`config.mk`:
```
export PLATFORM = sky130hd
export DESIGN_NAME = bspc_scan
export DESIGN_NICKNAME = d
export VERILOG_FILES = /design/src/design/bspc_pkg.sv /design/src/design/bspc_scan.sv
export SDC_FILE = /design/constraint.sdc
export NUM_CORES = 1
export LEC_CHECK = 0
export ABC_AREA = 1
export BUFFER_PORTS_ARGS = -buffer_cell sky130_fd_sc_hd__buf_2
export CAP_MARGIN = 20
export CORE_MARGIN = 2
export CORE_UTILIZATION = 40
export DETAILED_ROUTE_END_ITERATION = 8
export PLACE_DENSITY = 0.75
export SLEW_MARGIN = 40
export SYNTH_ARGS = -nofsm -noshare
export SYNTH_HDL_FRONTEND = slang
export SYNTH_SLANG_ARGS = --single-unit
```
`constraint.sdc`:
```
create_clock -name clk -period 3 [get_ports clk]
set_input_delay 0 -clock clk [delete_from_list [all_inputs] [get_ports clk]]
set_output_delay 0 -clock clk [all_outputs]
set_load 0.005 [all_outputs]
```
`src/design/bspc_pkg.sv`:
```
`default_nettype none
// ----------------------------------------------------------------------------
// bspc_pkg: shared types and codes of the byte stream pattern carver
// register indexes, scan modes, field limits and the structs that pass
// between the scanner, the tally and the top level
// ----------------------------------------------------------------------------
package bspc_pkg;

  // scan modes
  localparam logic [1:0] MODE_KEY   = 2'd0;
  localparam logic [1:0] MODE_DIGIT = 2'd1;
  localparam logic [1:0] MODE_ALNUM = 2'd2;

  // register indexes
  localparam logic [1:0] REG_MODE = 2'd0;
  localparam logic [1:0] REG_SEP  = 2'd1;
  localparam logic [1:0] REG_KEY  = 2'd2;
  localparam logic [1:0] REG_KLEN = 2'd3;

  // register reset values
  localparam logic [7:0] SEP_RESET  = 8'd58;
  localparam logic [3:0] KLEN_RESET = 4'd1;

  // field shape of the format modes
  localparam logic [2:0] DIGIT_LAST_FIELD = 3'd3;
  localparam logic [2:0] DIGIT_CHARS      = 3'd4;
  localparam logic [2:0] ALNUM_LAST_FIELD = 3'd5;
  localparam logic [2:0] ALNUM_CHARS      = 3'd2;

  // character bounds
  localparam logic [7:0] CHR_0 = 8'h30;
  localparam logic [7:0] CHR_9 = 8'h39;
  localparam logic [7:0] CHR_UA = 8'h41;
  localparam logic [7:0] CHR_UZ = 8'h5a;
  localparam logic [7:0] CHR_LA = 8'h61;
  localparam logic [7:0] CHR_LZ = 8'h7a;

  // outcome of one byte against the attempt
  localparam logic [1:0] FEED_TAKEN     = 2'd0;
  localparam logic [1:0] FEED_DONE_INCL = 2'd1;
  localparam logic [1:0] FEED_DONE_EXCL = 2'd2;
  localparam logic [1:0] FEED_FAIL      = 2'd3;

  // configuration seen by the scanner
  typedef struct packed {
    logic [1:0]  scan_mode;
    logic [7:0]  separator;
    logic [63:0] match_key;
    logic [3:0]  key_length;
  } cfg_t;

  // match found by the scanner for one byte
  typedef struct packed {
    logic       hit;
    logic [7:0] ctx;
    logic [4:0] len;
  } match_t;

endpackage
`default_nettype wire

```
`src/design/bspc_scan.sv`:
```
`default_nettype none
// ----------------------------------------------------------------------------
// bspc_scan: pattern scanner
// keeps the attempt state and decides per byte whether a match completes,
// including the retry of a failing byte as the start of a new attempt
// ----------------------------------------------------------------------------
module bspc_scan #(
  parameter int KEY_MAX_BYTES = 8
) (
  input  wire logic            clk,
  input  wire logic            rst,
  input  wire bspc_pkg::cfg_t  cfg,
  input  wire logic            drop,
  input  wire logic            fire,
  input  wire logic [7:0]      data_byte,
  output bspc_pkg::match_t     match
);

  localparam int KPW = (KEY_MAX_BYTES > 1) ? $clog2(KEY_MAX_BYTES) : 1;
  localparam logic [3:0] KEY_MAX_L = 4'(KEY_MAX_BYTES);

  typedef struct packed {
    logic [KPW-1:0] kp;
    logic [2:0]     fi;
    logic [2:0]     cif;
    logic [4:0]     cons;
  } att_t;

  typedef struct packed {
    logic [1:0] code;
    att_t       st;
  } feed_t;

  // one byte against one attempt state
  function automatic feed_t feed(att_t s, logic [7:0] b, bspc_pkg::cfg_t c);
    feed_t      r;
    logic [3:0] len_eff;
    logic [3:0] kp1;
    logic [7:0] kb;
    logic [2:0] maxc;
    logic [2:0] lastf;
    logic       cls;
    logic       dig;
    logic [2:0] cif1;
    r.code  = bspc_pkg::FEED_FAIL;
    r.st    = s;
    dig     = (b >= bspc_pkg::CHR_0) && (b <= bspc_pkg::CHR_9);
    len_eff = (c.key_length == 4'd0) ? 4'd1 :
              ((c.key_length > KEY_MAX_L) ? KEY_MAX_L : c.key_length);
    kb      = c.match_key[{s.kp, 3'b000} +: 8];
    kp1     = 4'(s.kp) + 4'd1;
    cif1    = s.cif + 3'd1;
    if (c.scan_mode == bspc_pkg::MODE_DIGIT) begin
      maxc  = bspc_pkg::DIGIT_CHARS;
      lastf = bspc_pkg::DIGIT_LAST_FIELD;
      cls   = dig;
    end else begin
      maxc  = bspc_pkg::ALNUM_CHARS;
      lastf = bspc_pkg::ALNUM_LAST_FIELD;
      cls   = dig || ((b >= bspc_pkg::CHR_UA) && (b <= bspc_pkg::CHR_UZ)) ||
              ((b >= bspc_pkg::CHR_LA) && (b <= bspc_pkg::CHR_LZ));
    end
    case (c.scan_mode) inside
      bspc_pkg::MODE_KEY: begin
        if (b == kb) begin
          r.st.kp   = KPW'(kp1);
          r.st.cons = 5'(kp1);
          r.code    = (kp1 >= len_eff) ? bspc_pkg::FEED_DONE_INCL : bspc_pkg::FEED_TAKEN;
        end
      end
      bspc_pkg::MODE_DIGIT, bspc_pkg::MODE_ALNUM: begin
        if (cls && (s.cif < maxc)) begin
          r.st.cif  = cif1;
          r.st.cons = s.cons + 5'd1;
          r.code    = ((s.fi >= lastf) && (cif1 >= maxc)) ? bspc_pkg::FEED_DONE_INCL
                                                         : bspc_pkg::FEED_TAKEN;
        end else if (s.fi < lastf) begin
          if ((b == c.separator) && (s.cif != 3'd0)) begin
            r.st.fi   = s.fi + 3'd1;
            r.st.cif  = 3'd0;
            r.st.cons = s.cons + 5'd1;
            r.code    = bspc_pkg::FEED_TAKEN;
          end
        end else if (s.cif != 3'd0) begin
          r.code = bspc_pkg::FEED_DONE_EXCL;
        end
      end
      default: r.code = bspc_pkg::FEED_FAIL;
    endcase
    return r;
  endfunction

  att_t       att;
  att_t       att_next;
  logic [7:0] last_byte;
  logic [7:0] start_ctx;
  logic [7:0] start_ctx_next;

  feed_t      f1;
  feed_t      f2;
  logic       emit1;
  logic       emit2;
  logic       retry1;
  logic [7:0] sc1;
  att_t       st1;
  att_t       st2;

  // first pass on the live attempt, second pass on a fresh one
  always_comb begin
    f1     = feed(att, data_byte, cfg);
    f2     = feed('0, data_byte, cfg);
    sc1    = (att.cons == 5'd0) ? last_byte : start_ctx;
    emit1  = (f1.code == bspc_pkg::FEED_DONE_INCL) || (f1.code == bspc_pkg::FEED_DONE_EXCL);
    emit2  = (f2.code == bspc_pkg::FEED_DONE_INCL) || (f2.code == bspc_pkg::FEED_DONE_EXCL);
    retry1 = (f1.code == bspc_pkg::FEED_DONE_EXCL) ||
             ((f1.code == bspc_pkg::FEED_FAIL) && (att.cons != 5'd0));
    st1    = (f1.code == bspc_pkg::FEED_TAKEN) ? f1.st : '0;
    st2    = (f2.code == bspc_pkg::FEED_TAKEN) ? f2.st : '0;
    att_next       = retry1 ? st2 : st1;
    start_ctx_next = (retry1 || (att.cons == 5'd0)) ? last_byte : start_ctx;
    match.hit = emit1 || (retry1 && emit2);
    match.ctx = emit1 ? sc1 : last_byte;
    match.len = emit1 ? f1.st.cons : f2.st.cons;
  end

  // attempt state
  always_ff @(posedge clk) begin
    if (rst) begin
      att       <= '0;
      last_byte <= 8'd0;
      start_ctx <= 8'd0;
    end else if (drop) begin
      att <= '0;
    end else if (fire) begin
      att       <= att_next;
      last_byte <= data_byte;
      start_ctx <= start_ctx_next;
    end
  end

endmodule
`default_nettype wire

```
### Yosys cells after proc, flatten, opt, wreduce, memory -nomap -nowiden

Cells that the tools add are included.

| cells by class | value |
|---|---|
| $add $sub $neg | 4 |
| $lt $le $gt $ge | 16 |
| equality and inequality tests | 19 |
| shifts and indexed selects | 1 |
| muxes and demuxes | 43 |
| bitwise logic cells | 1 |
| reductions and logical operators | 31 |

Operators by type and width:

| operator | number |
|---|---|
| 64-bit by 7-bit variable part select with 8-bit output | 1 |
| 14-bit two-way mux | 3 |
| 5-bit two-way mux | 8 |
| 8-bit equality test | 3 |
| 8-bit two-way mux | 3 |
| 11-bit two-way mux | 2 |
| 3-bit two-way mux | 7 |
| 6-bit two-way mux | 3 |
| 3-bit != test, second input constant | 6 |
| 8-bit by 7-bit greater-or-equal comparator with 1-bit output, second input constant | 2 |
| 8-bit by 7-bit <= comparator with 1-bit output, second input constant | 2 |
| 2-bit two-way mux | 8 |
| 1-bit logical AND | 10 |
| 2-bit equality test, second input constant | 4 |
| 8-bit by 6-bit greater-or-equal comparator with 1-bit output, second input constant | 1 |
| 8-bit by 6-bit <= comparator with 1-bit output, second input constant | 1 |
| 4-bit two-way mux | 2 |
| 4-bit != test, second input constant | 2 |
| 1-bit logical OR | 7 |
| 1-bit two-way mux | 7 |
| 3-bit by 1-bit adder with 3-bit output, second input constant | 2 |
| 2-bit by 1-bit equality test with 1-bit output, second input constant | 3 |
| 1-bit by 3-bit greater-or-equal comparator with 1-bit output, first input constant | 2 |
| 3-bit greater-or-equal comparator | 2 |
| other kinds (19) | 24 |

| word-level totals | value |
|---|---|
| register bits after elaboration | 30 |
| input bits | 90 |
| word-level logic and storage cells | 121 |

### Logic depth before layout (Yosys ltp)

| logic depth | value |
|---|---|
| word-level depth | 14 |
| depth in mapped cells | 22 |
| mapped depth without buffers | 21 |

### Least setup slack after synthesis

No wires, ideal clock.

| timing path | value |
|---|---|
| path kind | reg2out |
| start point | register att[10] (netlist bit) |
| end point | output port match[10] (netlist bit) |
| data arrival time | 2.620 ns |
| required time | 3.000 ns |
| setup slack | 0.380 ns |
| stages on the path, launching flop included | 15 |
| path buffers | 1 |
| cell sequence | dfxtp_1 > ha_1 > a21o_1 > a31oi_1 > nand2_1 > nand2_1 > nand3_2 > nand2_4 > inv_2 > ha_1 > inv_1 > nand2_1 > clkbuf_1 > nor2_1 > a21oi_1 |

RTL lines:

| item | line | RTL |
|---|---|---|
| start, declared | bspc_scan.sv:93 | `att_t att;` |
| start signal, assigned | bspc_scan.sv:135 | `att <= att_next;` |
| end, declared | bspc_scan.sv:16 | `output bspc_pkg::match_t match` |

==> summary by stage <==
Power
The internal portion of the total power is roughly 0.00094 W. The overall power after layout is between 0.001 and 0.0015 W. Of the total power, the clock network draws 0.387.

Dividing total power by cell area gives a power density of 320 mW/mm2. The net switching power is roughly 0.00042 W. IR analysis of the VDD net gives a maximum drop of 245 uV. Summed over all cells, the static leakage comes to roughly 2.3 nW. The net switching share of the total power is 0.311. Of the total power, combinational logic draws 0.296.

Of the total power, registers draw 0.317.

Clocking
CTS built an H-tree with a depth of 2. Clock-pin slew was measured on the worst setup and hold paths at about 0.070 ns. The clock reaches the later pin of the worst-skew pair after 0.29 ns. In this run the deepest clock path goes through 2 buffers. The number of clock sinks seen by CTS is 30. The clock tree from TritonCTS is yes. The tree is rooted in a sky130_fd_sc_hd__clkbuf_8. TritonCTS created 5 clock buffers.

Setup path
STA puts the critical path data required time at 3.00 ns. The number of cells on the worst reg-to-reg path is 16. The data arrival at the endpoint of the critical path is 2.86 ns. The critical path is of the flop to output port type. The slowest library cell on the worst path is sky130_fd_sc_hd__dfxtp_4.

The worst-path maximum fanout is 8. STA classifies the critical path startpoint as a flop. Walking the worst path, the cells encountered are ha_1 -> ha_1 -> a21boi_0 -> o21ai_0 -> nand2_1 -> a21oi_1 -> nand4_1 -> nand2_4 -> ha_4 -> clkinv_4 -> nand2_8 -> nor2_4 -> a21oi_2 -> buf_2. The peak per-stage delay on the critical path is 0.38 ns. The endpoint class of the critical path is an output port. Counting stages on the worst path, the most repeated cell is sky130_fd_sc_hd__ha_1.

Detailed routing
The iteration count of the initial detailed-routing pass is 5. Once detail routing completed, the nets flagged for antenna violations numbered 0. In the final routed layout, each cell accounts on average for 12.7 um. The final layout contains routed wiring with a total length of about 10000 um. The ratio of routed vias to standard cells is 5.08. In the routed design, unresolved DRC markers number 0. The first routing iteration left between 200 and 250 violations. The detailed router placed 4015 vias in this run.

STA
The final-report setup violation count is 0. The clock arrives with between 0.01 and 0.015 ns of skew. The number of pins with negative max-slew slack in the final report is 0. The number of endpoints with negative hold slack in the final report came to 0. For this run, the top clock speed supported by timing is 350 MHz. The slew of the pin with the lowest slew margin is 0.711 ns. Setup total negative slack on the finished layout was measured at 0 ns. Setup repair after global routing left no endpoint under its margin. For the finished layout, the period the worst path requires is ~2.9 ns. The final period utilization is 0.952.

Headroom to the max-slew limit came out at 0.524.

Logic synthesis
The area fraction in and, or, nand and nor cells after synthesis is 0.409. Yosys mapped the design onto 39 distinct sky130hd cell types. Of the total synthesized cell area, the portion taken by XOR and XNOR cells is 0.0319. Synthesis inferred 30 register bits. The area fraction in compound gates after synthesis is 0.151. The net count after synthesis is 688. In this run, synthesis inferred 0 flip-flops with an integrated enable. For this run, asynchronously set or reset flops after synthesis account for 0. For this run, the number of Yosys warnings is 0. After synthesis the cells add up to 0.00330 mm2.

Averaged over all synthesized cells, the footprint is between 5 and 6 um2. The portion of synthesized area spent on multiplexers is 0. The main combinational cell family by area after synthesis is simple AND/OR/NAND/NOR gates. Of the total synthesized cell area, the portion taken by full adders, half adders and majority gates is 0.0721.

The cell count after synthesis is ~580. The most instantiated flip-flop cell in the synthesis netlist is sky130_fd_sc_hd__dfxtp_1. The share of the Yosys chip area taken by registers is 0.182.

Place
The placer's final routability congestion estimate is 0.910. The count of port buffers added during placement is 103. The HPWL after detailed placement is between 7000 and 8000 um. Once placement finished, the instance area stood at 0.00389 mm2.

Floorplan
The area enclosed by the die boundary is 0.00899 mm2. For this design the top-level I/O count stands at 104. The height of the die is 94.8 um. The number of rows created at floorplan is 33. After floorplanning, the core was sized to cover 0.00809 mm2. The die is 94.8 um wide. For this configuration, the core starts out at a cell density of 0.408.

Hold path
The min-delay analysis places its worst path in the category input pin to flop. The number of cells traversed by the worst hold path is 2.

Final layout
The final layout contains between 700 and 800 nets. The library cells used most frequently in the layout, excluding fill and tap cells, are sky130_fd_sc_hd__nand2_1 (158), sky130_fd_sc_hd__buf_2 (103), sky130_fd_sc_hd__inv_1 (90). In the final layout, the share of cells above drive strength 1 is 0.235. 0 antenna diodes ended up in the layout. The most common cell after layout, fill and taps aside is sky130_fd_sc_hd__nand2_1. Relative to the synthesized area, the layout overhead comes to 29.1%. The finished cells cover about 0.0043 mm2. The filler cells instantiated in the layout total 850.

Global routing
Entering global routing, the biggest net connects 33 pins. The total global-route track usage is 0.213. The number of antenna violations at the first check in global routing is 0. The first global-routing pass estimated between 15000 and 20000 um of wire. For this run the aggregate overflow at the end of global routing stands at 0. The via count of the first global-routing pass is 3604.

Run status
The flow ran to the end, and the final reports show no timing, DRC or antenna violations.

Job
The tool flagged a number of max-cap violations equal to 0.
what timing repair did:
item	CTS	global route
buffers inserted	0	4
endpoints found under the setup margin	8	36
gates resized for setup	2	41
hold buffers	0	0
pin swaps	0	3
cloned	0	2
synth_stat cells, types with 5 or more instances:
master                     number  area [um2]
sky130_fd_sc_hd__xor2_1         7        61.3
sky130_fd_sc_hd__nor3_1         5        25.0
sky130_fd_sc_hd__nand3_1       71         355
sky130_fd_sc_hd__nand4_1        9        56.3
sky130_fd_sc_hd__ha_1          19         238
sky130_fd_sc_hd__clkbuf_1       7        26.3
sky130_fd_sc_hd__nor2_1        58         218
sky130_fd_sc_hd__buf_6          5        56.3
sky130_fd_sc_hd__a21oi_1       38         190
sky130_fd_sc_hd__xnor2_1        5        43.8
sky130_fd_sc_hd__nand2_1      159         597
sky130_fd_sc_hd__inv_1         93         349
sky130_fd_sc_hd__o21ai_0       25         125
sky130_fd_sc_hd__buf_2          6        30.0
sky130_fd_sc_hd__dfxtp_1       30         601
critical path, delay by kind of cell (launching register included):
family          cells  cell delay, ns
fa+ha+maj           3            0.85
flops               1            0.38
buf+inv             2            0.23
simple gates        5            0.65
compound gates      4            0.45
cell families after synthesis:
kind of cell    after synthesis
compound gates               87
xor+xnor                     12
fa+ha+maj                    19
buf+inv                     119
flops                        30
simple gates                312
final timing paths:
path | slack, ns | startpoint | endpoint
setup / recovery | 0.14 | att[11] | match[11]
hold reg to reg | 0.49 | start_ctx[2] | start_ctx[2]
setup reg to reg | 0.29 | att[11] | att[9]
hold / removal | 0.07 | fire | att[1]
power groups by stage:
stage,Sequential [W],Combinational [W],Clock [W]
5_1_grt,0.000434,0.000453,0.000550
6_report,0.000432,0.000404,0.000527
4_1_cts,0.000430,0.000369,0.000537
3_3_place_gp,0.000439,0.000358,0
2_1_floorplan,0.000436,0.000234,0
3_5_place_dp,0.000439,0.000365,0
flip-flops by register name, summed over array words and instances (netlist names):
register / count
att: 14
last_byte: 8
start_ctx: 8
stage by stage:
stage / worst slack [ns] / util / hold WS (ns) / instances
global placement: 0.188 / 0.480 / 0.364 / 776
detailed placement: 0.138 / 0.481 / 0.368 / 776
global route: 0.0168 / 0.526 / 0.0902 / 790
finish: 0.143 / 0.526 / 0.0719 / 790
CTS: 0.0363 / 0.499 / 0.0541 / 784
floorplan: 0.380 / - / 0.167 / 579
routing by layer:
metal  vias to the layer above  global-route usage  share of wire
met3                        20              0.0351          0.071
met5                         -                   0              0
met4                         0              0.0580          0.016
li1                       2058                   -              -
met2                       146               0.382           0.48
met1                      1791               0.262           0.43
area by class of cell:
| cell class | instances | area (um2) | share of cell area |
|---|---|---|---|
| multi-input combinational | 431 | 2320 | 0.544 |
| timing repair buffer | 118 | 679 | 0.160 |
| sequential | 30 | 604 | 0.142 |
| inverter | 98 | 383 | 0.0899 |
| tap | 105 | 131 | 0.0308 |
| clock buffer | 6 | 82.6 | 0.0194 |
| clock inverter | 2 | 60.1 | 0.0141 |
Note: power is estimated with default switching activity, not from simulation.
